--- src/hdl/assert_macros.svh ---
// Assertion helpers for the interface adapter
`ifndef ASSERT_MACROS_SVH
`define ASSERT_MACROS_SVH
`ifndef SYNTH
`define CHK_IMPL(lbl, clk, rst, a, c) \
  lbl: assert property (@(posedge clk) disable iff (rst) (a) |-> (c)) else $error("check failed");
`define CHK_NEXT(lbl, clk, rst, a, c) \
  lbl: assert property (@(posedge clk) disable iff (rst) (a) |=> (c)) else $error("check failed");
`else
`define CHK_IMPL(lbl, clk, rst, a, c)
`define CHK_NEXT(lbl, clk, rst, a, c)
`endif
`endif

--- src/hdl/iat_pkg.sv ---
package iat_pkg;
  localparam logic [1:0] FUNC_READ  = 2'd0;
  localparam logic [1:0] FUNC_WRITE = 2'd1;
  localparam logic [1:0] FUNC_TICK  = 2'd2;

  localparam logic [3:0] R_PRA = 4'h0, R_PRB = 4'h1, R_DDRA = 4'h2, R_DDRB = 4'h3;
  localparam logic [3:0] R_TAL = 4'h4, R_TAH = 4'h5, R_TBL = 4'h6, R_TBH = 4'h7;
  localparam logic [3:0] R_TOD10 = 4'h8, R_TODS = 4'h9, R_TODM = 4'hA, R_TODH = 4'hB;
  localparam logic [3:0] R_SDR = 4'hC, R_ICR = 4'hD, R_CRA = 4'hE, R_CRB = 4'hF;

  localparam logic [1:0] CFG_KBD = 2'd0;
  localparam logic [1:0] CFG_FRAME = 2'd1;
  localparam logic [15:0] FRAME_RESET = 16'd19656;
  localparam int QUEUE_DEPTH = 2;

  typedef struct packed {
    logic [1:0]  func;
    logic [3:0]  reg_addr;
    logic [7:0]  write_data;
    logic        side_effects;
    logic [63:0] keyboard_matrix;
    logic [7:0]  joystick_one;
    logic [7:0]  joystick_two;
    logic [7:0]  port_a_external;
  } item_t;

  typedef struct packed {
    logic [7:0] read_data;
    logic       irq;
    logic [7:0] port_a_pins;
    logic [7:0] port_b_pins;
    logic [1:0] video_bank;
  } result_t;

  // classified command from the front part
  typedef struct packed {
    logic       is_read;
    logic       is_write;
    logic       is_tick;
    item_t      item;
  } cmd_t;

  typedef struct packed {
    logic [3:0] tenths;
    logic [6:0] sec;
    logic [6:0] min;
    logic [7:0] hour;
  } tod_t;

  function automatic logic [7:0] bcd_next(input logic [7:0] v, input logic [7:0] mx);
    logic [4:0] lo;
    logic [4:0] hi;
    logic [7:0] r;
    lo = {1'b0, v[3:0]} + 5'd1;
    hi = {1'b0, v[7:4]};
    if (lo > 5'd9) begin
      lo = 5'd0;
      hi = hi + 5'd1;
    end
    r = {hi[3:0], lo[3:0]};
    return (r > mx) ? 8'h00 : r;
  endfunction
endpackage

--- src/hdl/iat_stream_if.sv ---
interface iat_stream_if #(parameter int W = 8);
  logic         valid;
  logic         ready;
  logic [W-1:0] data;
  modport source (output valid, output data, input ready);
  modport sink (input valid, input data, output ready);
endinterface

--- src/hdl/iat_front.sv ---
module iat_front import iat_pkg::*; (
  input  logic  clk,
  input  logic  rst,
  input  logic  in_valid,
  output logic  in_ready,
  input  item_t in_item,
  output logic  q_valid,
  input  logic  q_ready,
  output cmd_t  q_cmd
);
  cmd_t       slot [QUEUE_DEPTH];
  logic       wp, rp;
  logic [1:0] fill;
  cmd_t       c;
  logic       push, pop;

  // classify the beat
  always_comb begin
    c.item = in_item;
    c.is_read = (in_item.func == FUNC_READ);
    c.is_write = (in_item.func == FUNC_WRITE);
    c.is_tick = (in_item.func == FUNC_TICK);
  end

  assign in_ready = (fill != 2'(QUEUE_DEPTH));
  assign push = in_valid && in_ready;
  assign q_valid = (fill != 2'd0);
  assign pop = q_valid && q_ready;
  assign q_cmd = slot[rp];

  always_ff @(posedge clk) begin
    if (rst) begin
      wp <= 1'b0;
      rp <= 1'b0;
      fill <= 2'd0;
    end else begin
      if (push) wp <= ~wp;
      if (pop) rp <= ~rp;
      fill <= fill + 2'(push) - 2'(pop);
    end
    if (push) slot[wp] <= c;
  end
endmodule

--- src/hdl/iat_back.sv ---
module iat_back import iat_pkg::*; (
  input  logic      clk,
  input  logic      rst,
  input  logic      cfg_kbd,
  input  logic [15:0] cfg_frame,
  input  logic      q_valid,
  output logic      q_ready,
  input  cmd_t      q_cmd,
  output logic      out_valid,
  input  logic      out_ready,
  output result_t   out_res
);
  logic [7:0] port_a_out, port_b_out, dir_a, dir_b;
  logic [15:0] count_a, reload_a, count_b, reload_b;
  logic [7:0] ctrl_a, ctrl_b, shift_reg;
  logic [4:0] pending_int, int_mask;
  tod_t clock_time, alarm_time, snapshot_time;
  logic snapshot_held, clock_halted;
  logic [18:0] tenth_divider, period;
  logic [3:0] tob;

  logic [7:0] port_a_out_next, port_b_out_next, dir_a_next, dir_b_next;
  logic [15:0] count_a_next, reload_a_next, count_b_next, reload_b_next;
  logic [7:0] ctrl_a_next, ctrl_b_next, shift_reg_next;
  logic [4:0] pending_next, mask_next;
  tod_t clock_next, alarm_next, snap_next;
  logic held_next, halted_next;
  logic [18:0] div_next;
  logic [3:0] tob_next;
  logic [7:0] rd;

  item_t it;
  logic  go;
  logic  ua, ub, cntb, alarm_sel;
  logic [7:0] s8, m8, h8, pm;
  logic [4:0] tplus;

  assign it = q_cmd.item;
  assign q_ready = !out_valid || out_ready;
  assign go = q_valid && q_ready;

  // period = 5 or 6 frames, from the current control bit and frame length
  always_comb begin
    period = ({3'd0, cfg_frame} << 2) + (ctrl_a[7] ? 19'(cfg_frame) : 19'(cfg_frame) << 1);
  end

  // state update for one command
  always_comb begin
    port_a_out_next = port_a_out; port_b_out_next = port_b_out;
    dir_a_next = dir_a; dir_b_next = dir_b;
    count_a_next = count_a; reload_a_next = reload_a;
    count_b_next = count_b; reload_b_next = reload_b;
    ctrl_a_next = ctrl_a; ctrl_b_next = ctrl_b; shift_reg_next = shift_reg;
    pending_next = pending_int; mask_next = int_mask;
    clock_next = clock_time; alarm_next = alarm_time; snap_next = snapshot_time;
    held_next = snapshot_held; halted_next = clock_halted;
    div_next = tenth_divider; tob_next = tob;
    rd = 8'h00;
    ua = 1'b0; ub = 1'b0; cntb = 1'b0;
    s8 = 8'h00; m8 = 8'h00; h8 = 8'h00; pm = 8'h00; tplus = 5'd0;
    alarm_sel = ctrl_b[7];
    if (q_cmd.is_read) begin
      case (it.reg_addr)
        R_PRA, R_PRB: rd = 8'h00;
        R_DDRA: rd = dir_a;
        R_DDRB: rd = dir_b;
        R_TAL: rd = count_a[7:0];
        R_TAH: rd = count_a[15:8];
        R_TBL: rd = count_b[7:0];
        R_TBH: rd = count_b[15:8];
        R_TOD10: begin
          if (snapshot_held) begin
            rd = {4'd0, snapshot_time.tenths};
            if (it.side_effects) held_next = 1'b0;
          end else rd = {4'd0, clock_time.tenths};
        end
        R_TODS: rd = {1'b0, snapshot_held ? snapshot_time.sec : clock_time.sec};
        R_TODM: rd = {1'b0, snapshot_held ? snapshot_time.min : clock_time.min};
        R_TODH: begin
          if (it.side_effects && !snapshot_held) begin
            snap_next = clock_time;
            held_next = 1'b1;
            rd = clock_time.hour;
          end else rd = snapshot_held ? snapshot_time.hour : clock_time.hour;
        end
        R_SDR: rd = shift_reg;
        R_ICR: begin
          rd = {|(pending_int & int_mask), 2'b00, pending_int};
          if (it.side_effects) pending_next = 5'd0;
        end
        R_CRA: rd = ctrl_a & 8'hEF;
        default: rd = ctrl_b & 8'hEF;
      endcase
    end else if (q_cmd.is_write) begin
      case (it.reg_addr)
        R_PRA: port_a_out_next = it.write_data;
        R_PRB: port_b_out_next = it.write_data;
        R_DDRA: dir_a_next = it.write_data;
        R_DDRB: dir_b_next = it.write_data;
        R_TAL: reload_a_next = {reload_a[15:8], it.write_data};
        R_TAH: begin
          reload_a_next = {it.write_data, reload_a[7:0]};
          if (!ctrl_a[0]) count_a_next = reload_a_next;
        end
        R_TBL: reload_b_next = {reload_b[15:8], it.write_data};
        R_TBH: begin
          reload_b_next = {it.write_data, reload_b[7:0]};
          if (!ctrl_b[0]) count_b_next = reload_b_next;
        end
        R_TOD10: begin
          if (alarm_sel) alarm_next.tenths = it.write_data[3:0];
          else begin
            clock_next.tenths = it.write_data[3:0];
            halted_next = 1'b0;
          end
        end
        R_TODS: begin
          if (alarm_sel) alarm_next.sec = it.write_data[6:0];
          else clock_next.sec = it.write_data[6:0];
        end
        R_TODM: begin
          if (alarm_sel) alarm_next.min = it.write_data[6:0];
          else clock_next.min = it.write_data[6:0];
        end
        R_TODH: begin
          if (alarm_sel) alarm_next.hour = it.write_data & 8'h9F;
          else begin
            clock_next.hour = it.write_data & 8'h9F;
            halted_next = 1'b1;
          end
        end
        R_SDR: shift_reg_next = it.write_data;
        R_ICR: begin
          if (it.write_data[7]) mask_next = int_mask | it.write_data[4:0];
          else mask_next = int_mask & ~it.write_data[4:0];
        end
        R_CRA: begin
          if (it.write_data[4]) count_a_next = reload_a;
          ctrl_a_next = it.write_data & 8'hEF;
        end
        default: begin
          if (it.write_data[4]) count_b_next = reload_b;
          ctrl_b_next = it.write_data & 8'hEF;
        end
      endcase
    end else if (q_cmd.is_tick) begin
      // timers
      tob_next = {2'b00, tob[1:0]};
      if (ctrl_a[0] && !ctrl_a[5]) begin
        if (count_a == 16'd0) begin
          count_a_next = reload_a;
          ua = 1'b1;
        end else count_a_next = count_a - 16'd1;
      end
      if (ua) begin
        pending_next[0] = 1'b1;
        if (ctrl_a[2]) tob_next[0] = ~tob_next[0];
        else tob_next[2] = 1'b1;
        if (ctrl_a[3]) ctrl_a_next[0] = 1'b0;
      end
      if (ctrl_b[0]) begin
        cntb = (ctrl_b[6:5] == 2'd0) || ((ctrl_b[6:5] == 2'd2) && ua);
        if (cntb) begin
          if (count_b == 16'd0) begin
            count_b_next = reload_b;
            ub = 1'b1;
          end else count_b_next = count_b - 16'd1;
        end
      end
      if (ub) begin
        pending_next[1] = 1'b1;
        if (ctrl_b[2]) tob_next[1] = ~tob_next[1];
        else tob_next[3] = 1'b1;
        if (ctrl_b[3]) ctrl_b_next[0] = 1'b0;
      end
      // time of day
      div_next = tenth_divider + 19'd1;
      if (div_next >= period) begin
        div_next = div_next - period;
        if (!clock_halted) begin
          tplus = {1'b0, clock_time.tenths} + 5'd1;
          if (tplus > 5'd9) begin
            clock_next.tenths = 4'd0;
            s8 = bcd_next({1'b0, clock_time.sec}, 8'h59);
            clock_next.sec = s8[6:0];
            if (s8 == 8'h00) begin
              m8 = bcd_next({1'b0, clock_time.min}, 8'h59);
              clock_next.min = m8[6:0];
              if (m8 == 8'h00) begin
                pm = clock_time.hour & 8'h80;
                h8 = bcd_next(clock_time.hour & 8'h1F, 8'h99);
                if (h8 == 8'h12) pm = pm ^ 8'h80;
                else if (h8 > 8'h12) h8 = 8'h01;
                clock_next.hour = h8 | pm;
              end
            end
          end else clock_next.tenths = tplus[3:0];
          if (clock_next == alarm_time) pending_next[2] = 1'b1;
        end
      end
    end
  end

  // pins from the state after the step; all pins are worked out from the new values
  logic [7:0] da, db, pa, pb, lowrows;
  always_comb begin
    da = (port_a_out_next & dir_a_next) | ~dir_a_next;
    db = (port_b_out_next & dir_b_next) | ~dir_b_next;
    pa = da & it.port_a_external;
    pb = db;
    lowrows = ~db;
    if (cfg_kbd) begin
      pa = pa & it.joystick_two;
      pb = pb & it.joystick_one;
      for (int c = 0; c < 8; c++) begin
        if ((~it.keyboard_matrix[8*c +: 8] & lowrows) != 8'h00) pa[c] = 1'b0;
        if (!da[c]) pb = pb & it.keyboard_matrix[8*c +: 8];
      end
    end
    if (ctrl_a_next[1]) pb[6] = ctrl_a_next[2] ? tob_next[0] : tob_next[2];
    if (ctrl_b_next[1]) pb[7] = ctrl_b_next[2] ? tob_next[1] : tob_next[3];
  end

  always_ff @(posedge clk) begin
    if (rst) begin
      out_valid <= 1'b0;
      port_a_out <= 8'h00; port_b_out <= 8'h00; dir_a <= 8'h00; dir_b <= 8'h00;
      count_a <= 16'hFFFF; reload_a <= 16'hFFFF; count_b <= 16'hFFFF; reload_b <= 16'hFFFF;
      ctrl_a <= 8'h00; ctrl_b <= 8'h00; shift_reg <= 8'h00;
      pending_int <= 5'd0; int_mask <= 5'd0;
      clock_time <= '{tenths: 4'd0, sec: 7'd0, min: 7'd0, hour: 8'h01};
      snapshot_time <= '{tenths: 4'd0, sec: 7'd0, min: 7'd0, hour: 8'h01};
      alarm_time <= '0;
      snapshot_held <= 1'b0; clock_halted <= 1'b1;
      tenth_divider <= 19'd0; tob <= 4'd0;
    end else begin
      if (out_valid && out_ready) out_valid <= 1'b0;
      if (go) begin
        out_valid <= 1'b1;
        port_a_out <= port_a_out_next; port_b_out <= port_b_out_next;
        dir_a <= dir_a_next; dir_b <= dir_b_next;
        count_a <= count_a_next; reload_a <= reload_a_next;
        count_b <= count_b_next; reload_b <= reload_b_next;
        ctrl_a <= ctrl_a_next; ctrl_b <= ctrl_b_next; shift_reg <= shift_reg_next;
        pending_int <= pending_next; int_mask <= mask_next;
        clock_time <= clock_next; alarm_time <= alarm_next; snapshot_time <= snap_next;
        snapshot_held <= held_next; clock_halted <= halted_next;
        tenth_divider <= div_next; tob <= tob_next;
      end
    end
    if (go) begin
      out_res.read_data <= (q_cmd.is_read && it.reg_addr == R_PRA) ? pa :
                           (q_cmd.is_read && it.reg_addr == R_PRB) ? pb : rd;
      out_res.irq <= |(pending_next & mask_next);
      out_res.port_a_pins <= pa;
      out_res.port_b_pins <= pb;
      out_res.video_bank <= ~da[1:0];
    end
  end
endmodule

--- src/hdl/interface_adapter_timers_tod.sv ---
// Channel | Dir | Payload
// in_ch   | in  | func, reg_addr, write_data, side_effects, keyboard_matrix, joysticks, port A
// out_ch  | out | read_data, irq, port_a_pins, port_b_pins, video_bank
// apb     | in  | is_keyboard_unit (0x0), cycles_per_frame (0x4)
// One beat per clock unless a side stalls: a two-entry queue feeds the execute stage,
// which holds all state and registers its update together with the result.
// The tenths period (5 or 6 frames) is worked out each cycle from the frame
// length and the control bit. Reset is synchronous; the output register and
// queue let either side stall without loss.
`include "assert_macros.svh"
module interface_adapter_timers_tod import iat_pkg::*; (
  input  logic        clk,
  input  logic        rst,
  iat_stream_if.sink   in_ch,
  iat_stream_if.source out_ch,
  input  logic        psel,
  input  logic        penable,
  input  logic        pwrite,
  input  logic [2:0]  paddr,
  input  logic [31:0] pwdata,
  output logic [31:0] prdata,
  output logic        pready
);
  logic        cfg_kbd;
  logic [15:0] cfg_frame;
  logic        q_valid, q_ready, cfg_we;
  cmd_t        q_cmd;
  result_t     res;

  assign pready = 1'b1;
  assign cfg_we = psel && penable && pwrite;

  // configuration registers
  always_ff @(posedge clk) begin
    if (rst) begin
      cfg_kbd <= 1'b1;
      cfg_frame <= FRAME_RESET;
    end else if (cfg_we) begin
      if (paddr[2] == CFG_FRAME[0]) cfg_frame <= (pwdata[15:0] == 16'd0) ? 16'd1 : pwdata[15:0];
      else cfg_kbd <= pwdata[0];
    end
  end

  always_comb begin
    prdata = 32'd0;
    if (paddr[2] == CFG_KBD[0]) prdata = {31'd0, cfg_kbd};
    else prdata = {16'd0, cfg_frame};
  end

  iat_front u_front (
    .clk(clk), .rst(rst),
    .in_valid(in_ch.valid), .in_ready(in_ch.ready), .in_item(item_t'(in_ch.data)),
    .q_valid(q_valid), .q_ready(q_ready), .q_cmd(q_cmd)
  );

  iat_back u_back (
    .clk(clk), .rst(rst), .cfg_kbd(cfg_kbd), .cfg_frame(cfg_frame),
    .q_valid(q_valid), .q_ready(q_ready), .q_cmd(q_cmd),
    .out_valid(out_ch.valid), .out_ready(out_ch.ready), .out_res(res)
  );

  assign out_ch.data = res;

  `CHK_NEXT(a_out_hold, clk, rst, out_ch.valid && !out_ch.ready, out_ch.valid)
  `CHK_IMPL(a_no_issue_blocked, clk, rst, out_ch.valid && !out_ch.ready, !q_ready)
  `CHK_IMPL(a_pready, clk, rst, 1'b1, pready)
endmodule

--- src/flat_wrapper.sv ---
// flat-port wrapper written by rule: the top's interface ports become plain ports
module interface_adapter_timers_tod_flat import iat_pkg::*;
  (clk, rst, psel, penable, pwrite, paddr, pwdata, prdata, pready, in_ch_valid, in_ch_data, in_ch_ready, out_ch_valid, out_ch_data, out_ch_ready);
  iat_stream_if #(.W($bits(item_t))) in_ch_i ();
  iat_stream_if #(.W($bits(result_t))) out_ch_i ();
  input  logic clk;
  input  logic rst;
  input  logic psel;
  input  logic penable;
  input  logic pwrite;
  input  logic [2:0] paddr;
  input  logic [31:0] pwdata;
  output logic [31:0] prdata;
  output logic pready;
  input wire logic [$bits(in_ch_i.valid)-1:0] in_ch_valid;
  input wire logic [$bits(in_ch_i.data)-1:0] in_ch_data;
  output wire logic [$bits(in_ch_i.ready)-1:0] in_ch_ready;
  output wire logic [$bits(out_ch_i.valid)-1:0] out_ch_valid;
  output wire logic [$bits(out_ch_i.data)-1:0] out_ch_data;
  input wire logic [$bits(out_ch_i.ready)-1:0] out_ch_ready;
  assign in_ch_i.valid = in_ch_valid;
  assign in_ch_i.data = in_ch_data;
  assign in_ch_ready = in_ch_i.ready;
  assign out_ch_valid = out_ch_i.valid;
  assign out_ch_data = out_ch_i.data;
  assign out_ch_i.ready = out_ch_ready;
  interface_adapter_timers_tod u_core (.clk(clk), .rst(rst), .in_ch(in_ch_i), .out_ch(out_ch_i), .psel(psel), .penable(penable), .pwrite(pwrite), .paddr(paddr), .pwdata(pwdata), .prdata(prdata), .pready(pready));
endmodule
--- config.mk ---
export PLATFORM = sky130hd
export DESIGN_NAME = interface_adapter_timers_tod_flat
export DESIGN_NICKNAME = d
export VERILOG_FILES = /design/src/hdl/iat_pkg.sv /design/src/hdl/iat_stream_if.sv /design/src/hdl/iat_front.sv /design/src/hdl/iat_back.sv /design/src/hdl/interface_adapter_timers_tod.sv /design/src/flat_wrapper.sv
export VERILOG_INCLUDE_DIRS = /design/src /design/src/hdl
export SDC_FILE = /design/constraint.sdc
export NUM_CORES = 1
export LEC_CHECK = 0
export ABC_AREA = 1
export BUFFER_PORTS_ARGS = -buffer_cell sky130_fd_sc_hd__buf_4
export CORE_ASPECT_RATIO = 1.1
export CORE_MARGIN = 3
export CORE_UTILIZATION = 60
export DETAILED_ROUTE_END_ITERATION = 10
export PLACE_DENSITY = 0.79
export SLEW_MARGIN = 15
export SYNTH_ARGS = -nofsm -noshare
export SYNTH_HDL_FRONTEND = slang
export SYNTH_SLANG_ARGS = --single-unit
--- constraint.sdc ---
create_clock -name clk -period 15.7 [get_ports clk]
set_input_delay 1.57 -clock clk [delete_from_list [all_inputs] [get_ports clk]]
set_output_delay 1.57 -clock clk [all_outputs]
set_load 0.05 [all_outputs]
# After elaboration in Yosys (flattened, before gate mapping)
# Memory sizes are Yosys's and may differ from the RTL's. A register that Yosys moved wholly into a read port is not among the register bits.
# Cells that the tools add are included.
# totals
n_memories	1
out_inout_bits	62
input_bits	145
elab_cells	464
ram_bits	212
ff_bits	278
# classes
addsub	14
reduce_logical	73
bitwise_logic	54
magnitude_cmp	9
n_eq_ne	37
muxes	230
# mem_list
memory	depth	word_bits	rd	rd_ports_with_merged_regs	write_ports	line	rtl
u_core.u_front.slot	2	106	1	1	1	iat_front.sv:11	cmd_t slot [QUEUE_DEPTH];
# ops
cell	n
two-way mux 8 bit	59
two-way mux 16 bit	15
two-way mux 4 bit	59
bitwise AND 8 bit	21
two-way mux 22 bit	6
case mux 16 bit (2 select lines)	4
case mux 8 bit (14 select lines)	1
two-way mux 26 bit	4
inverter 8 bit	11
nonzero test 8 bit	8
two-way mux 1 bit	55
logical NOT 16 bit	3
AND reduction 5 bit	8
two-way mux 7 bit	5
AND reduction 7 bit	5
subtractor 16 x 1 -> 16 bit, second input constant	2
two-way mux 5 bit	6
equality test 4 bit, second input constant	7
equality test 26 bit	1
!= test 2 bit, second input constant	12
OR 8 bit	3
AND reduction 4 bit	6
nonzero test 2 bit	12
two-way mux 3 bit	7
44 further kinds	97

# Logic depth before layout (Yosys ltp)
# logic_depth
word_depth	61
depth_mapped	35
mapped_depth_nobuf	33

# By module
# From an unflattened synthesis, not the netlist that was laid out.
# unflattened
hier_cells	3004
area_unflattened_um2	25771.0
# by_module_without_submodules
module	cells_each	n_inst	seq_area_each_um2	area_per_inst_um2
iat_back	2486	1	5415.2	16734.8
iat_front	371	1	6466.2	8061.5
interface_adapter_timers_tod	147	1	340.3	974.7

# Worst setup path after synthesis
# OpenSTA, ideal clock, no wires.
# synth_timing
path_kind	input-to-reg
from	input in_ch_valid
to	memory u_core.u_front.slot[1][0] in the netlist's numbering, enable pin
path_stages	2
t_arrival_ns	6.039
setup_time_ns	0.570
required_time_ns	15.130
path_slack_ns	9.091
n_path_buf	0
path_cell_list	nand2_1 nor2_1
# synth_between
elab_chain_len	3
# synth_rtl
element	line	rtl
from (decl)	flat_wrapper.sv:15	input wire logic [$bits(in_ch_i.valid)-1:0] in_ch_valid;
logical AND 1 bit	iat_front.sv:26	assign push = in_valid && in_ready;
two-way mux 1 bit	iat_front.sv:41	if (push) slot[wp] <= c;
two-way mux 1 bit (not written as such)	iat_front.sv:41	
to (decl)	iat_front.sv:11	
# Every way passes these cells.

# Worst setup path in the final report
# layout_timing
from	register u_core.u_back.ctrl_a[7]
to	register u_core.u_back.out_res[18] in the netlist's numbering (data pin)
# layout_between
elab_chain_len	9
# layout_rtl
element	line	rtl
from (decl)	iat_back.sv:15	logic [7:0] ctrl_a, ctrl_b, shift_reg;
from (signal assigned)	iat_back.sv:244	ctrl_a <= ctrl_a_next; ctrl_b <= ctrl_b_next; shift_reg <= shift_reg_next;
two-way mux 17 bit	iat_back.sv:44	period = ({3'd0, cfg_frame} << 2) + (ctrl_a[7] ? 19'(cfg_frame) : 19'(cfg_frame) << 1);
adder 18 x 17 -> 19 bit	iat_back.sv:44	
greater-or-equal comparator 19 bit	iat_back.sv:178	if (div_next >= period) begin
two-way mux 1 bit	iat_back.sv:178	
two-way mux 3 bit	iat_back.sv:146	end else if (q_cmd.is_tick) begin
two-way mux 3 bit	iat_back.sv:94	end else if (q_cmd.is_write) begin
two-way mux 3 bit	iat_back.sv:62	if (q_cmd.is_read) begin
bitwise AND 5 bit	iat_back.sv:254	out_res.irq <= |(pending_next & mask_next);
OR reduction 5 bit	iat_back.sv:254	
to (decl)	iat_back.sv:11	output result_t out_res
# Every way passes these cells.
# A chain may end at the register's enable or synchronous reset.

==> impl_metrics.ini <==
[sta]
slew_headroom = 0.214
setup_viol = 0
finalMaxSlewViolations = 0
fin_crit_sh = 0.448
tightestPinTransition_ps = 1150
hold_viol = 0
final.setup_skew_ps = 23.8
grt_setup_unrepaired = no
period_needed_ps = 7040
max_freq_mhz = 142
tns_ps = 0
whs_ps = 456

[synthesis]
syn_inst = 3087
ys_types = 64
syn_area_um2 = 25400
synth-seq-cells = 487
yosysWarnings = 0
syn_area_per_cell_um2 = 8.22
seq_area_frac_synth = 0.477

[layout]
largest_reg_flops = 208
area_growth_pct = 13.8
diodes = 0
layout_common_cells = 537 x nand2_1, 383 x inv_1, 314 x o21ai_0
reg_top3 = u_core.u_front.slot x208, u_core.u_back.out_res x27
layout_commonest_cell = nand2_1
top_register = u_core.u_front.slot
final_layout_size_suffix_gt1_frac = 0.115
nFillCells = 3293
final_util = 0.697
final_nets = 3419

[clock_network]
cts_resized = 0
root_buffer = clkbuf_16
cts_tree = yes
clock-sinks = 487
cts_setup_buffers = 0
cts_hold_buf = 0
clockBufferDepth = 3
clock_latency_ps = 610
path_clk_slew_ps = 60
cts_max_level = 2
cts_buffers = 50

[setup_path]
startpoint_type = register
path_max_fanout = 21
cp_data_required_time_ps = 16170
slowest_delay_ps = 710
path_class = reg -> reg
crit_path_top_delay_cell = dfxtp_1
crit_path_end_kind = register
crit_buf_inv = 2
arrival_ps = 7510
crit_top_cell = nand3_1
crit_family = simple AND/OR/NAND/NOR gates

[route]
drc = 0
num_vias = 23000
drt_iter0_drc = 2421
via_per_inst = 6.02
dr.pass1.iters = 8
wl_per_cell_um = 20.7
routed_wl_um = 79000
drtAntennaViolNets = 0

[global_routing]
grt_pass1_wl_um = 120000
grt_antenna_before_repair = 0
overflow = 0
gr-usage-all-layers = 0.339
grt_pass1_vias = 21800
grt_max_degree = 94

[floorplanning]
die_area_um2 = 44800
start_util = 0.612
core_area_um2 = 41500
die_x_um = 202
rows = 78
die_h_um = 222
io_pins = 207

[placement]
io_buffer_count = 171
gp_congestion = 0.963
hpwl_um = 56200

[pwr]
p_per_area_nw_per_um2 = 171
cellLeakagePower_uw = 0.0121
vdd_drop_max_mv = 0.126

[hold_path]
min_path_type = reg -> reg

[status]
outcome = finished, final reports clean

[run]
cap_violations = 0
==> where the power goes <==
group	total [uW]	internal, uW	switching (uW)	leakage (uW)
Sequential	1710	1590	121	0.00426
Clock	1320	800	522	0.000878
Combinational	1910	525	1390	0.00694
Total	4940	2910	2030	0.0121
==> worst min-delay path: cells and delay by family (launching register included) <==
kind	cells	cell delay, ps
DFF	1	300
AOI/OAI and AO/OA	1	50
buffers and inverters	1	60
==> logic make-up (layout without fill, tap and decap cells) <==
family                     Yosys count  after routing  share of synthesized area
AOI/OAI and AO/OA                  837            837                      0.191
xor gates and xnor gates            70             70                     0.0241
adders and majority gates           54             54                     0.0272
buffers and inverters              535            693                     0.0833
DFF                                487            487                      0.477
muxes                               45             45                     0.0177
other                                2             17                   0.000296
and+or+nand+nor                   1057           1057                      0.180
==> cells in the mapped netlist (all sizes together) <==
library cell | number | area [um2]
o2111ai | 3 | 26.3
nand3 | 165 | 856
a221oi | 39 | 379
nand2 | 558 | 2160
a211oi | 8 | 60.1
o21a | 2 | 15.0
o311ai | 1 | 8.76
o21bai | 4 | 30.0
a21oi | 278 | 1390
xnor2 | 23 | 201
a211o | 2 | 17.5
and2 | 1 | 6.26
dfxtp | 252 | 5040
a32o | 2 | 20.0
conb | 2 | 7.51
nor4 | 20 | 125
edfxtp | 235 | 7060
clkbuf | 93 | 349
a22o | 5 | 43.8
a41oi | 1 | 8.76
mux2i | 45 | 450
nor2 | 237 | 956
o31ai | 4 | 35.0
a31oi | 18 | 113
buf | 42 | 264
xor2 | 47 | 412
o41ai | 1 | 8.76
a311oi | 4 | 35.0
clkinv | 4 | 15.0
a21o | 1 | 7.51
o211ai | 59 | 443
and3 | 2 | 12.5
inv | 396 | 1490
o22ai | 48 | 300
nand4 | 21 | 138
o221ai | 11 | 96.3
nand3b | 5 | 37.5
a22oi | 9 | 67.6
fa | 2 | 40.0
or2 | 24 | 150
a21boi | 1 | 7.51
ha | 52 | 651
a2111oi | 5 | 43.8
o21ai | 331 | 1680
nor3 | 24 | 130
==> routing by layer <==
| metal | GRT usage | up-vias | part of all wire |
|---|---|---|---|
| met4 | 0.184 | 0 | 0.060 |
| met1 | 0.408 | 10800 | 0.38 |
| met2 | 0.588 | 1085 | 0.49 |
| li1 | - | 10900 | - |
| met3 | 0.0508 | 252 | 0.069 |
| met5 | 0 | - | 0 |
==> stage by stage <==
step	power [uW]	std cells	setup WS [ps]	instance area, um2
global route	5140	3820	7990	28900
global placement	3540	3728	8950	27100
CTS	4900	3820	8790	28900
floorplan	2930	3102	9090	25400
detailed placement	3580	3728	8840	27100
finish	4940	3820	8660	28900
==> cell type report <==
| class | count | area (um2) | share of cell area |
|---|---|---|---|
| multi-input cells | 2080 | 11300 | 0.390 |
| inverters | 400 | 1500 | 0.0520 |
| well taps | 560 | 701 | 0.0242 |
| flip-flops and latches | 487 | 12100 | 0.419 |
| clock buffers | 59 | 1320 | 0.0455 |
| clock inverters | 33 | 505 | 0.0175 |
| repair buffers | 201 | 1510 | 0.0522 |
==> path summary, 6_finish.rpt <==
kind,startpoint,end,slack [ps],cells past startpoint
worst max-delay path,u_core.u_back.ctrl_a[7],u_core.u_back.out_res[18],8660,29
worst min-delay path,u_core.u_back.shift_reg[4],u_core.u_back.shift_reg[4],460,2
worst max register to register,u_core.u_back.ctrl_a[7],u_core.u_back.out_res[18],8660,29
worst min register to register,u_core.u_back.shift_reg[4],u_core.u_back.shift_reg[4],460,2
Note: power is estimated with default switching activity, not from simulation.
